===== config.mk =====
export PLATFORM = sky130hd
export DESIGN_NAME = sorted_unique_values_core
export DESIGN_NICKNAME = d
export VERILOG_FILES = /design/src/sv/suv_pkg.sv /design/src/sv/sorted_unique_values_core.sv /design/src/sv/suv_cell.sv
export VERILOG_INCLUDE_DIRS = /design/src /design/src/sv
export SDC_FILE = /design/constraint.sdc
export NUM_CORES = 2
export LEC_CHECK = 0
export BUFFER_PORTS_ARGS = -buffer_cell sky130_fd_sc_hd__buf_2
export CAP_MARGIN = 20
export CORE_UTILIZATION = 60
export CTS_CLUSTER_DIAMETER = 150
export CTS_CLUSTER_SIZE = 25
export DETAILED_ROUTE_END_ITERATION = 16
export PLACE_DENSITY_LB_ADDON = 0.3
export RECOVER_POWER = 25
export SETUP_SLACK_MARGIN = 0.5
export SYNTH_ARGS = -nofsm -noshare
export SYNTH_HDL_FRONTEND = slang
export SYNTH_SLANG_ARGS = --single-unit
export TNS_END_PERCENT = 10

===== constraint.sdc =====
create_clock -name clk -period 5.8 [get_ports clk]
set_input_delay 1.16 -clock clk [delete_from_list [all_inputs] [get_ports clk]]
set_output_delay 1.16 -clock clk [all_outputs]
set_load 0.01 [all_outputs]

===== src/sv/sorted_unique_values_core_macros.svh =====
// assertion macros for the sorted unique values core
// expects clk and arst_n in the scope of each use
`ifndef SORTED_UNIQUE_VALUES_CORE_MACROS_SVH
`define SORTED_UNIQUE_VALUES_CORE_MACROS_SVH

// same-cycle implication, off during reset
`define SUV_ASSERT_IMPLY(label, ante, cons) \
	label: assert property (@(posedge clk) disable iff (!arst_n) (ante) |-> (cons)) \
		else $error("suv same-cycle check failed");

// next-cycle implication, off during reset
`define SUV_ASSERT_NEXT(label, ante, cons) \
	label: assert property (@(posedge clk) disable iff (!arst_n) (ante) |=> (cons)) \
		else $error("suv next-cycle check failed");

`endif


===== src/sv/suv_pkg.sv =====
// shared types and constants for the sorted unique values core
// no dependencies
`timescale 1ns / 1ps

package suv_pkg;

	localparam int VAL_W = 16;

	typedef struct packed {
		logic [VAL_W-1:0] sample_value;
		logic             final_item;
	} sample_req_t;

	typedef struct packed {
		logic [VAL_W-1:0] unique_value;
		logic             last_result;
		logic             overflow;
	} result_req_t;

	// per-cycle command broadcast to every cell
	typedef struct packed {
		logic insert;
		logic drain;
	} cell_ctl_t;

endpackage


===== src/sv/sorted_unique_values_core.sv =====
// sorted unique values core: row of compare-and-shift cells, top level
// depends on suv_pkg, suv_cell and sorted_unique_values_core_macros.svh
// throughput: one sample per cycle while collecting; after the final sample the
//   row drains one result per cycle while result_stall does not block it, with sample_stall held high
// the first result is loaded into the output register on the first drain step after the final sample
// reset clears the cell valid bits, the count and the overflow flag; no clearing pass
`timescale 1ns / 1ps

module sorted_unique_values_core
	import suv_pkg::*;
#(
	parameter int CAPACITY = 64
) (
	input  logic        clk,
	input  logic        arst_n,
	input  logic        sample_valid,
	output logic        sample_stall,
	input  sample_req_t sample,
	output logic        result_valid,
	input  logic        result_stall,
	output result_req_t result
);

	`include "sorted_unique_values_core_macros.svh"

	localparam int CNT_W = $clog2(CAPACITY + 1);

	// per-cell signals, one entry per cell, each read at its own place
	logic [CAPACITY-1:0] cell_lt;
	logic [CAPACITY-1:0] cell_eq;
	logic [CAPACITY-1:0] cell_valid;
	logic [VAL_W-1:0]    cell_value [CAPACITY];

	logic [CNT_W-1:0] count_q;
	logic             draining_q;
	logic             overflow_q;
	logic             result_valid_q;
	result_req_t      result_q;

	logic      sample_accept;
	logic      dup;
	logic      full;
	logic      drain_step;
	cell_ctl_t ctl;

	// collect phase takes requests; drain phase blocks them
	assign sample_stall  = draining_q;
	assign sample_accept = sample_valid && !draining_q;

	// a duplicate hits exactly one cell; the store is full when the last cell holds data
	assign dup  = |cell_eq;
	assign full = cell_valid[CAPACITY-1];

	// drain only when the output register is free or emptying this cycle
	assign drain_step = draining_q && (!result_valid_q || !result_stall);

	assign ctl.insert = sample_accept && !dup && !full;
	assign ctl.drain  = drain_step;

	// the row: each cell sees its left and right neighbor
	for (genvar i = 0; i < CAPACITY; i++) begin : g_cell
		logic             p_lt;
		logic             p_valid;
		logic [VAL_W-1:0] p_value;
		logic             n_valid;
		logic [VAL_W-1:0] n_value;

		if (i == 0) begin : g_head
			// head cell takes the new value whenever it is not smaller
			assign p_lt    = 1'b1;
			assign p_valid = 1'b1;
			assign p_value = sample.sample_value;
		end else begin : g_body
			assign p_lt    = cell_lt[i-1];
			assign p_valid = cell_valid[i-1];
			assign p_value = cell_value[i-1];
		end

		if (i == CAPACITY - 1) begin : g_tail
			// tail cell empties on drain
			assign n_valid = 1'b0;
			assign n_value = '0;
		end else begin : g_mid
			assign n_valid = cell_valid[i+1];
			assign n_value = cell_value[i+1];
		end

		suv_cell u_cell (
			.clk        (clk),
			.arst_n     (arst_n),
			.ctl        (ctl),
			.new_value  (sample.sample_value),
			.prev_lt    (p_lt),
			.prev_valid (p_valid),
			.prev_value (p_value),
			.next_valid (n_valid),
			.next_value (n_value),
			.lt         (cell_lt[i]),
			.eq         (cell_eq[i]),
			.valid      (cell_valid[i]),
			.value      (cell_value[i])
		);
	end

	// count, phase and overflow tracking
	always_ff @(posedge clk or negedge arst_n) begin
		if (!arst_n) begin
			count_q    <= '0;
			draining_q <= 1'b0;
			overflow_q <= 1'b0;
		end else if (drain_step) begin
			count_q <= count_q - CNT_W'(1);
			if (count_q == CNT_W'(1)) begin
				// last result leaves, set is done
				draining_q <= 1'b0;
				overflow_q <= 1'b0;
			end
		end else if (sample_accept) begin
			if (ctl.insert) begin
				count_q <= count_q + CNT_W'(1);
			end
			if (!dup && full) begin
				overflow_q <= 1'b1;
			end
			if (sample.final_item) begin
				draining_q <= 1'b1;
			end
		end
	end

	// output register between the row and the result channel
	always_ff @(posedge clk or negedge arst_n) begin
		if (!arst_n) begin
			result_valid_q <= 1'b0;
		end else if (drain_step) begin
			result_valid_q <= 1'b1;
		end else if (!result_stall) begin
			result_valid_q <= 1'b0;
		end
	end

	always_ff @(posedge clk) begin
		if (drain_step) begin
			result_q.unique_value <= cell_value[0];
			result_q.last_result  <= (count_q == CNT_W'(1));
			result_q.overflow     <= overflow_q;
		end
	end

	assign result_valid = result_valid_q;
	assign result       = result_q;

	// the number of set valid bits equals the count
	`SUV_ASSERT_IMPLY(a_count_matches_cells, 1'b1, $countones(cell_valid) == count_q)
	// a drain never runs on an empty row
	`SUV_ASSERT_IMPLY(a_drain_not_empty, draining_q, count_q != '0)
	// the last drain step ends the drain phase with an empty row and a clear overflow flag
	`SUV_ASSERT_NEXT(a_drain_ends, drain_step && (count_q == CNT_W'(1)),
		!draining_q && (count_q == '0) && !overflow_q)

endmodule


===== src/sv/suv_cell.sv =====
// one compare-and-shift cell of the sorted store
// depends on suv_pkg
`timescale 1ns / 1ps

module suv_cell
	import suv_pkg::*;
(
	input  logic             clk,
	input  logic             arst_n,
	input  cell_ctl_t        ctl,
	input  logic [VAL_W-1:0] new_value,
	input  logic             prev_lt,
	input  logic             prev_valid,
	input  logic [VAL_W-1:0] prev_value,
	input  logic             next_valid,
	input  logic [VAL_W-1:0] next_value,
	output logic             lt,
	output logic             eq,
	output logic             valid,
	output logic [VAL_W-1:0] value
);

	logic             valid_q;
	logic [VAL_W-1:0] value_q;

	assign lt    = valid_q && (value_q < new_value);
	assign eq    = valid_q && (value_q == new_value);
	assign valid = valid_q;
	assign value = value_q;

	always_ff @(posedge clk or negedge arst_n) begin
		if (!arst_n) begin
			valid_q <= 1'b0;
		end else if (ctl.drain) begin
			valid_q <= next_valid;
		end else if (ctl.insert && !lt) begin
			valid_q <= prev_lt ? 1'b1 : prev_valid;
		end
	end

	always_ff @(posedge clk) begin
		if (ctl.drain) begin
			value_q <= next_value;
		end else if (ctl.insert && !lt) begin
			// new value lands where the left neighbor is still smaller
			value_q <= prev_lt ? new_value : prev_value;
		end
	end

endmodule


# [Yosys cells after proc, flatten, opt, wreduce, memory -nomap -nowiden]
# Cells that the tools add are included.
[classes] addsub=2 reduce_logical=339 n_lt_le_gt_ge=64 eq_ne=67 muxes=392
[op_table] op="2-to-1 mux 16 bit" count=189
[op_table] op="== test 16 bit" count=64
[op_table] op="< comparator 16 bit" count=64
[op_table] op="2-to-1 mux 1 bit" count=200
[op_table] op="logical AND 1 bit" count=197
[op_table] op="nonzero test 2 bit" count=68
[op_table] op="zero test 1 bit" count=69
[op_table] op="OR reduction 64 bit" count=1
[op_table] op="2-to-1 mux 7 bit" count=3
[op_table] op="adder 7 x 1 -> 7 bit, second input constant" count=1
[op_table] op="== test 7 x 1 -> 1 bit, second input constant" count=1
[op_table] op="subtractor 7 x 1 -> 7 bit, second input constant" count=1
[op_table] op="AND reduction 3 bit" count=2
[op_table] op="inequality test 2 x 1 -> 1 bit, second input constant" count=2
[op_table] op="AND reduction 2 bit" count=1
[op_table] op="logical OR 1 bit" count=1
[word_totals] elab_cells=999 reg_bits=1116 output_inout_bits=20 input_bits=21

# [Longest topological paths before layout]
[logic_depth] ltp_word=9 ltp_mapped=15 mapped_depth_nobuf=11

# [Hierarchy]
# From an unflattened synthesis, not the netlist that was laid out.
[unflattened] cells_unflattened=8829 area_unflattened_um2=85154.2
[by_module_without_submodules] module="suv_cell at g_cell[0].u_cell ..." area_per_inst_um2=1310.0 instances=59 seq_area_each_um2=505.5 cells_per_inst=136
[by_module_without_submodules] module="suv_cell at g_cell[63].u_cell ..." area_per_inst_um2=1276.2 instances=5 seq_area_each_um2=505.5 cells_per_inst=135
[by_module_without_submodules] module="sorted_unique_values_core" area_per_inst_um2=1482.7 instances=1 seq_area_each_um2=790.8 cells_per_inst=130

# [Worst setup path before layout]
# OpenSTA, ideal clock, no wires.
[synth_timing] path_kind="input to register" from="input sample[11] in the netlist's numbering" to="register g_cell[10].u_cell.value_q[0] (enable)" required_ns=5.389 path_buffers=4 setup_slack_ns=-0.320 arrival_ns=5.709 setup_ns=0.411 path_stages=14 path_cell_list="buf_4 inv_1 ha_1 and3_1 nand3_1 or4_1 nand3_1 or3_1 nand2b_1 buf_2 or2_1 buf_6 clkbuf_1 o21ai_0"
[synth_via] elab_chain_len=8 elab_cells_between_ends=137 classes_between="1 x order compare; 64 x eq/ne; 72 x reduce/logical"
[synth_rtl] item="from (decl)" line_no="sorted_unique_values_core.sv:18" rtl="input sample_req_t sample,"
[synth_rtl] item="== test 16 bit" line_no="suv_cell.sv:27" rtl="assign eq = valid_q && (value_q == new_value);"
[synth_rtl] item="logical AND 1 bit" line_no="suv_cell.sv:27"
[synth_rtl] item="OR reduction 64 bit" line_no="sorted_unique_values_core.sv:51" rtl="assign dup = |cell_eq;"
[synth_rtl] item="zero test 1 bit" line_no="sorted_unique_values_core.sv:57" rtl="assign ctl.insert = sample_accept && !dup && !full;"
[synth_rtl] item="logical AND 1 bit (2 in a row)" line_no="sorted_unique_values_core.sv:57"
[synth_rtl] item="logical AND 1 bit (*)" line_no="suv_cell.sv:44" rtl="end else if (ctl.insert && !lt) begin"
[synth_rtl] item="nonzero test 2 bit (no line) (*)"
[synth_rtl] item="to (signal assigned)" line_no="suv_cell.sv:43" rtl="value_q <= next_value;"
[synth_rtl] item="to (signal assigned)" line_no="suv_cell.sv:46" rtl="value_q <= prev_lt ? new_value : prev_value;"
[synth_rtl] item="to (decl)" line_no="suv_cell.sv:24" rtl="logic [VAL_W-1:0] value_q;"
# Every way passes the cells marked *; elsewhere a longest branch is shown, timed or not.
# A chain may end at the register's enable or synchronous reset.

# [Worst setup path after layout]
[layout_timing] from="input sample[2] in the netlist's numbering" to="register g_cell[63].u_cell.value_q[5]"
[layout_via] elab_chain_len=7 elab_cells_between_ends=139 classes_between="2 x order compare; 64 x eq/ne; 1 x mux; 72 x reduce/logical"
[layout_rtl] item="== test 16 bit" line_no="suv_cell.sv:27"
[layout_rtl] item="logical AND 1 bit" line_no="suv_cell.sv:27"
[layout_rtl] item="OR reduction 64 bit" line_no="sorted_unique_values_core.sv:51"
[layout_rtl] item="zero test 1 bit" line_no="sorted_unique_values_core.sv:57"
[layout_rtl] item="logical AND 1 bit (2 in a row)" line_no="sorted_unique_values_core.sv:57"
[layout_rtl] item="logical AND 1 bit" line_no="suv_cell.sv:44"
[layout_rtl] item="to (signal assigned)" line_no="suv_cell.sv:43"
[layout_rtl] item="to (signal assigned)" line_no="suv_cell.sv:46"
[layout_rtl] item="to (decl)" line_no="suv_cell.sv:24"
# Parallel ways exist; a longest one is shown, timed or not.

==> reports/qor.csv <==
stage,metric,value,unit
grt,first-pass GRT wire length,386,mm
grt,vias in the first global route,63109,
routing,Vias/cell,6.80,
synth,"EDFF count, synth",1026,
grt,grt ovf,0,
clock_network,clock tree buffer depth,3,
critical_path,startpoint types,primary input,
power_and_ir_drop,Max rail drop VDD,0.000362,V
synth,Netlist cell types,68,
timing,period utilization,0.921,
cells_and_area,"most common cell after layout, fill and taps aside",o21ai_0,
placement,Post-DP HPWL,181,mm
die,IO Count,41,
die,CORE AREA,0.130,mm^2
critical_path,nature of the critical path endpoint,flip-flop,
grt,largest net degree at the start of global routing,162,
die,Die Width,364,um
clock_network,clk root buf,clkbuf_16,
clock_network,CTS tree,done,
cells_and_area,layout cell share with drive strength beyond 1,0.0559,
power_and_ir_drop,Final Power,44200,uW
die,Initial Util,0.607,
synth,number of synthesized register bits,1116,
timing,"Hold Violations, Final",0,
timing,Fmax,0.187,GHz
run_status,failing checks,"max-capacitance violations, max-slew violations",
min_path,worst min path class,flip-flop to flip-flop,
timing,setup tns final,0,ns
placement,RD Place Congestion,0.960,
clock_network,clk sink count,1116,
routing,initial DRC count,8174,
clock_network,cts hold-fix bufs,0,
synth,Synth warnings,0,
run_status,status,"complete, but fails checks",
die,row count,132,
cells_and_area,area grow syn2layout,6.00,%
cells_and_area,Nets,8721,
synth,multiplexer share of the synthesized area,0.128,
synth,dominant synthesized flop cell,edfxtp_1,
clock_network,htree depth,2,
grt,total track usage,0.382,
synth,syn_nets,8854,
die,Die ar.,0.133,mm^2
critical_path,crit path kind,primary input to flip-flop,
clock_network,Worst-Skew Late Latency,0.72,ns
critical_path,Worst Path Required,6.41,ns
placement,port buffer count,40,
synth,Post-Synth XOR/XNOR Area,0.00244,
cells_and_area,Fill cells,10496,
routing,final wirelength,257,mm
timing,RSZ-0062 raised after global routing,no,
synth,cells after synthesis,7822,
routing,TritonRoute pass-1 iters,6,
die,Die Y,364,um
timing,Worst-Margin Slew,4.07,ns
power_and_ir_drop,power per cell area,529,mW/mm^2
timing,final setup vio count,0,
routing,routed len/inst,27.1,um
clock_network,clk slew on worst S/H paths,0.10,ns
routing,Residual DRC,0,
timing,Worst Skew,0.0299,ns
power_and_ir_drop,Leak,0.0336,uW
clock_network,postcts setup bufs,0,
synth,Synth Area in Simple Gates,0.119,
synth,"Cell Area, Synth",0.0788,mm^2
timing,Final Critical Period,5.34,ns
cells_and_area,most frequent cells in the layout,"1209 x o21ai_0, 1186 x nand2_1, 1026 x edfxtp_1",
synth,Compound-Gate Fraction of Synth Area,0.141,
synth,Post-Synth Adder-Cell Area,0.160,
job,max-cap viol count,11,
synth,post-synthesis sequential area ratio,0.418,
critical_path,crit path DAT,5.95,ns
timing,Slew headroom,-1.71,
synth,"Async S/R FF share, synth",0.0663,
routing,Antenna Nets Post-Route,0,
routing,via count,64426,
grt,initial antenna violation count,4,
critical_path,worst-path fanout max,36,
synth,largest family of logic cells by synthesized area,adder cells,
clock_network,total CTS buffers,50,
clock_network,Post-CTS Resized,0,
synth,syn avg cell area,10.1,um^2
timing,max-slew violations,1003,
layer usage:
layer | vias to the layer above | global-route usage | routed length (um)
li1 | 28933 | - | -
met1 | 31001 | 0.515 | 101000
met2 | 3693 | 0.583 | 112000
met3 | 791 | 0.0705 | 28000
met4 | 8 | 0.206 | 15900
met5 | - | 0 | 55
state kept, by name (all words and copies together) (netlist names):
signal and flops:
overflow_q 1, result_valid 1, g_cell.u_cell.valid 64, sample_stall 1
g_cell.u_cell.value 1024, count_q 7, result 18
synthesized netlist by cell type (all sizes together), types with 3 or more instances:
library cell  count  area (um^2)
nor2b           101          632
o31a              3         26.3
a221o             5         50.1
a21boi            6         45.0
nor3            100          500
nand2b           50          313
clkbuf          346         1300
or4              12         90.1
edfxtp         1026        30800
nand3           115          576
xor2             17          149
a31o              7         61.3
a32oi             3         26.3
buf             163          832
dfrtp            74         1850
a221oi            4         41.3
dfxtp            16          320
a31oi            46          288
ha             1011        12600
nand2          1186         4450
and4b             6         60.1
and3             14         87.6
o31ai            14          115
a21oi           277         1390
inv              91          342
a21bo             3         30.0
mux2i          1006        10100
and4             16          140
o22a              4         35.0
nor4bb            7         70.1
o2111ai           8         70.1
o21a             74          556
o211ai           37          278
xnor2             5         43.8
nor4             22          156
nand4           179         1130
nand3b           34          255
o21ai          1298         6500
a2111oi          13          120
or3               7         43.8
a21o            144         1080
a211oi           37          278
nand4b            4         35.0
nor2            215          810
final timing paths:
check                        startpoint  cells after the start                     endpoint  slack, ns
min reg2reg                  count_q[6]                      1                   count_q[6]       0.49
min in group asynchronous        arst_n                      1      g_cell[41].u_cell.valid       1.85
min                          count_q[6]                      1                   count_q[6]       0.49
max in group asynchronous        arst_n                      2      g_cell[50].u_cell.valid       1.30
max reg2reg                result_valid                      5  g_cell[20].u_cell.value[10]       0.61
max                           sample[2]                     17   g_cell[63].u_cell.value[5]       0.46
kinds of logic (layout without fill, tap and decap cells):
logic type,after synthesis,count (layout)
compound gates,1996,1996
xor+xnor,22,22
fa+ha+maj,1011,1011
buf+inv,600,509
flops,1116,1116
mux,1006,1006
other cells,0,1
simple gates,2071,2071
layout make-up:
type / instances / area, um^2 / area share
timing repair buffer: 324 / 2810 / 0.0337
clock buffer: 93 / 1480 / 0.0177
clock inverter: 1 / 11.3 / 0.000135
sequential: 1116 / 33000 / 0.395
inverter: 91 / 405 / 0.00485
multi-input combinational: 6106 / 43700 / 0.523
antenna: 1 / 2.50 / 0.0000299
tap: 1742 / 2180 / 0.0261
power by group:
group | internal (uW) | total, uW | switching (uW) | leakage (uW)
clock | 1740 | 4440 | 2690 | 0.000706
sequential | 14400 | 19000 | 4560 | 0.0112
combinational | 8870 | 20800 | 11900 | 0.0217
total | 25000 | 44200 | 19200 | 0.0336
worst max-delay path, cell delays in order:
cell and delay [ns]:
clkbuf_1 0.15, clkinvlp_4 0.45, buf_12 0.38, clkbuf_1 0.36
ha_1 0.43, nand4_1 0.08, nor2_1 0.05, nand4_1 0.34
nand4_1 0.18, a2111oi_2 0.71, nand4_4 0.18, buf_4 0.26
nor2_4 0.18, buf_12 0.23, buf_4 0.38, nor2_1 0.08
a211oi_1 0.26
per-stage QoR:
stage / setup slack (ns) / hold slack, ns / instances / cell area, um^2 / utilization
after floorplan: 0.0822 / 0.426 / 7822 / 78900 / -
after global placement: 0.295 / 0.469 / 9375 / 82300 / 0.633
after detailed placement: 0.228 / 0.474 / 9377 / 82300 / 0.633
after CTS: 0.970 / 0.491 / 9471 / 83800 / 0.645
after global routing: 0.315 / 0.513 / 9473 / 83600 / 0.643
final: 0.456 / 0.488 / 9474 / 83600 / 0.643
Note: power is estimated with default switching activity, not from simulation.
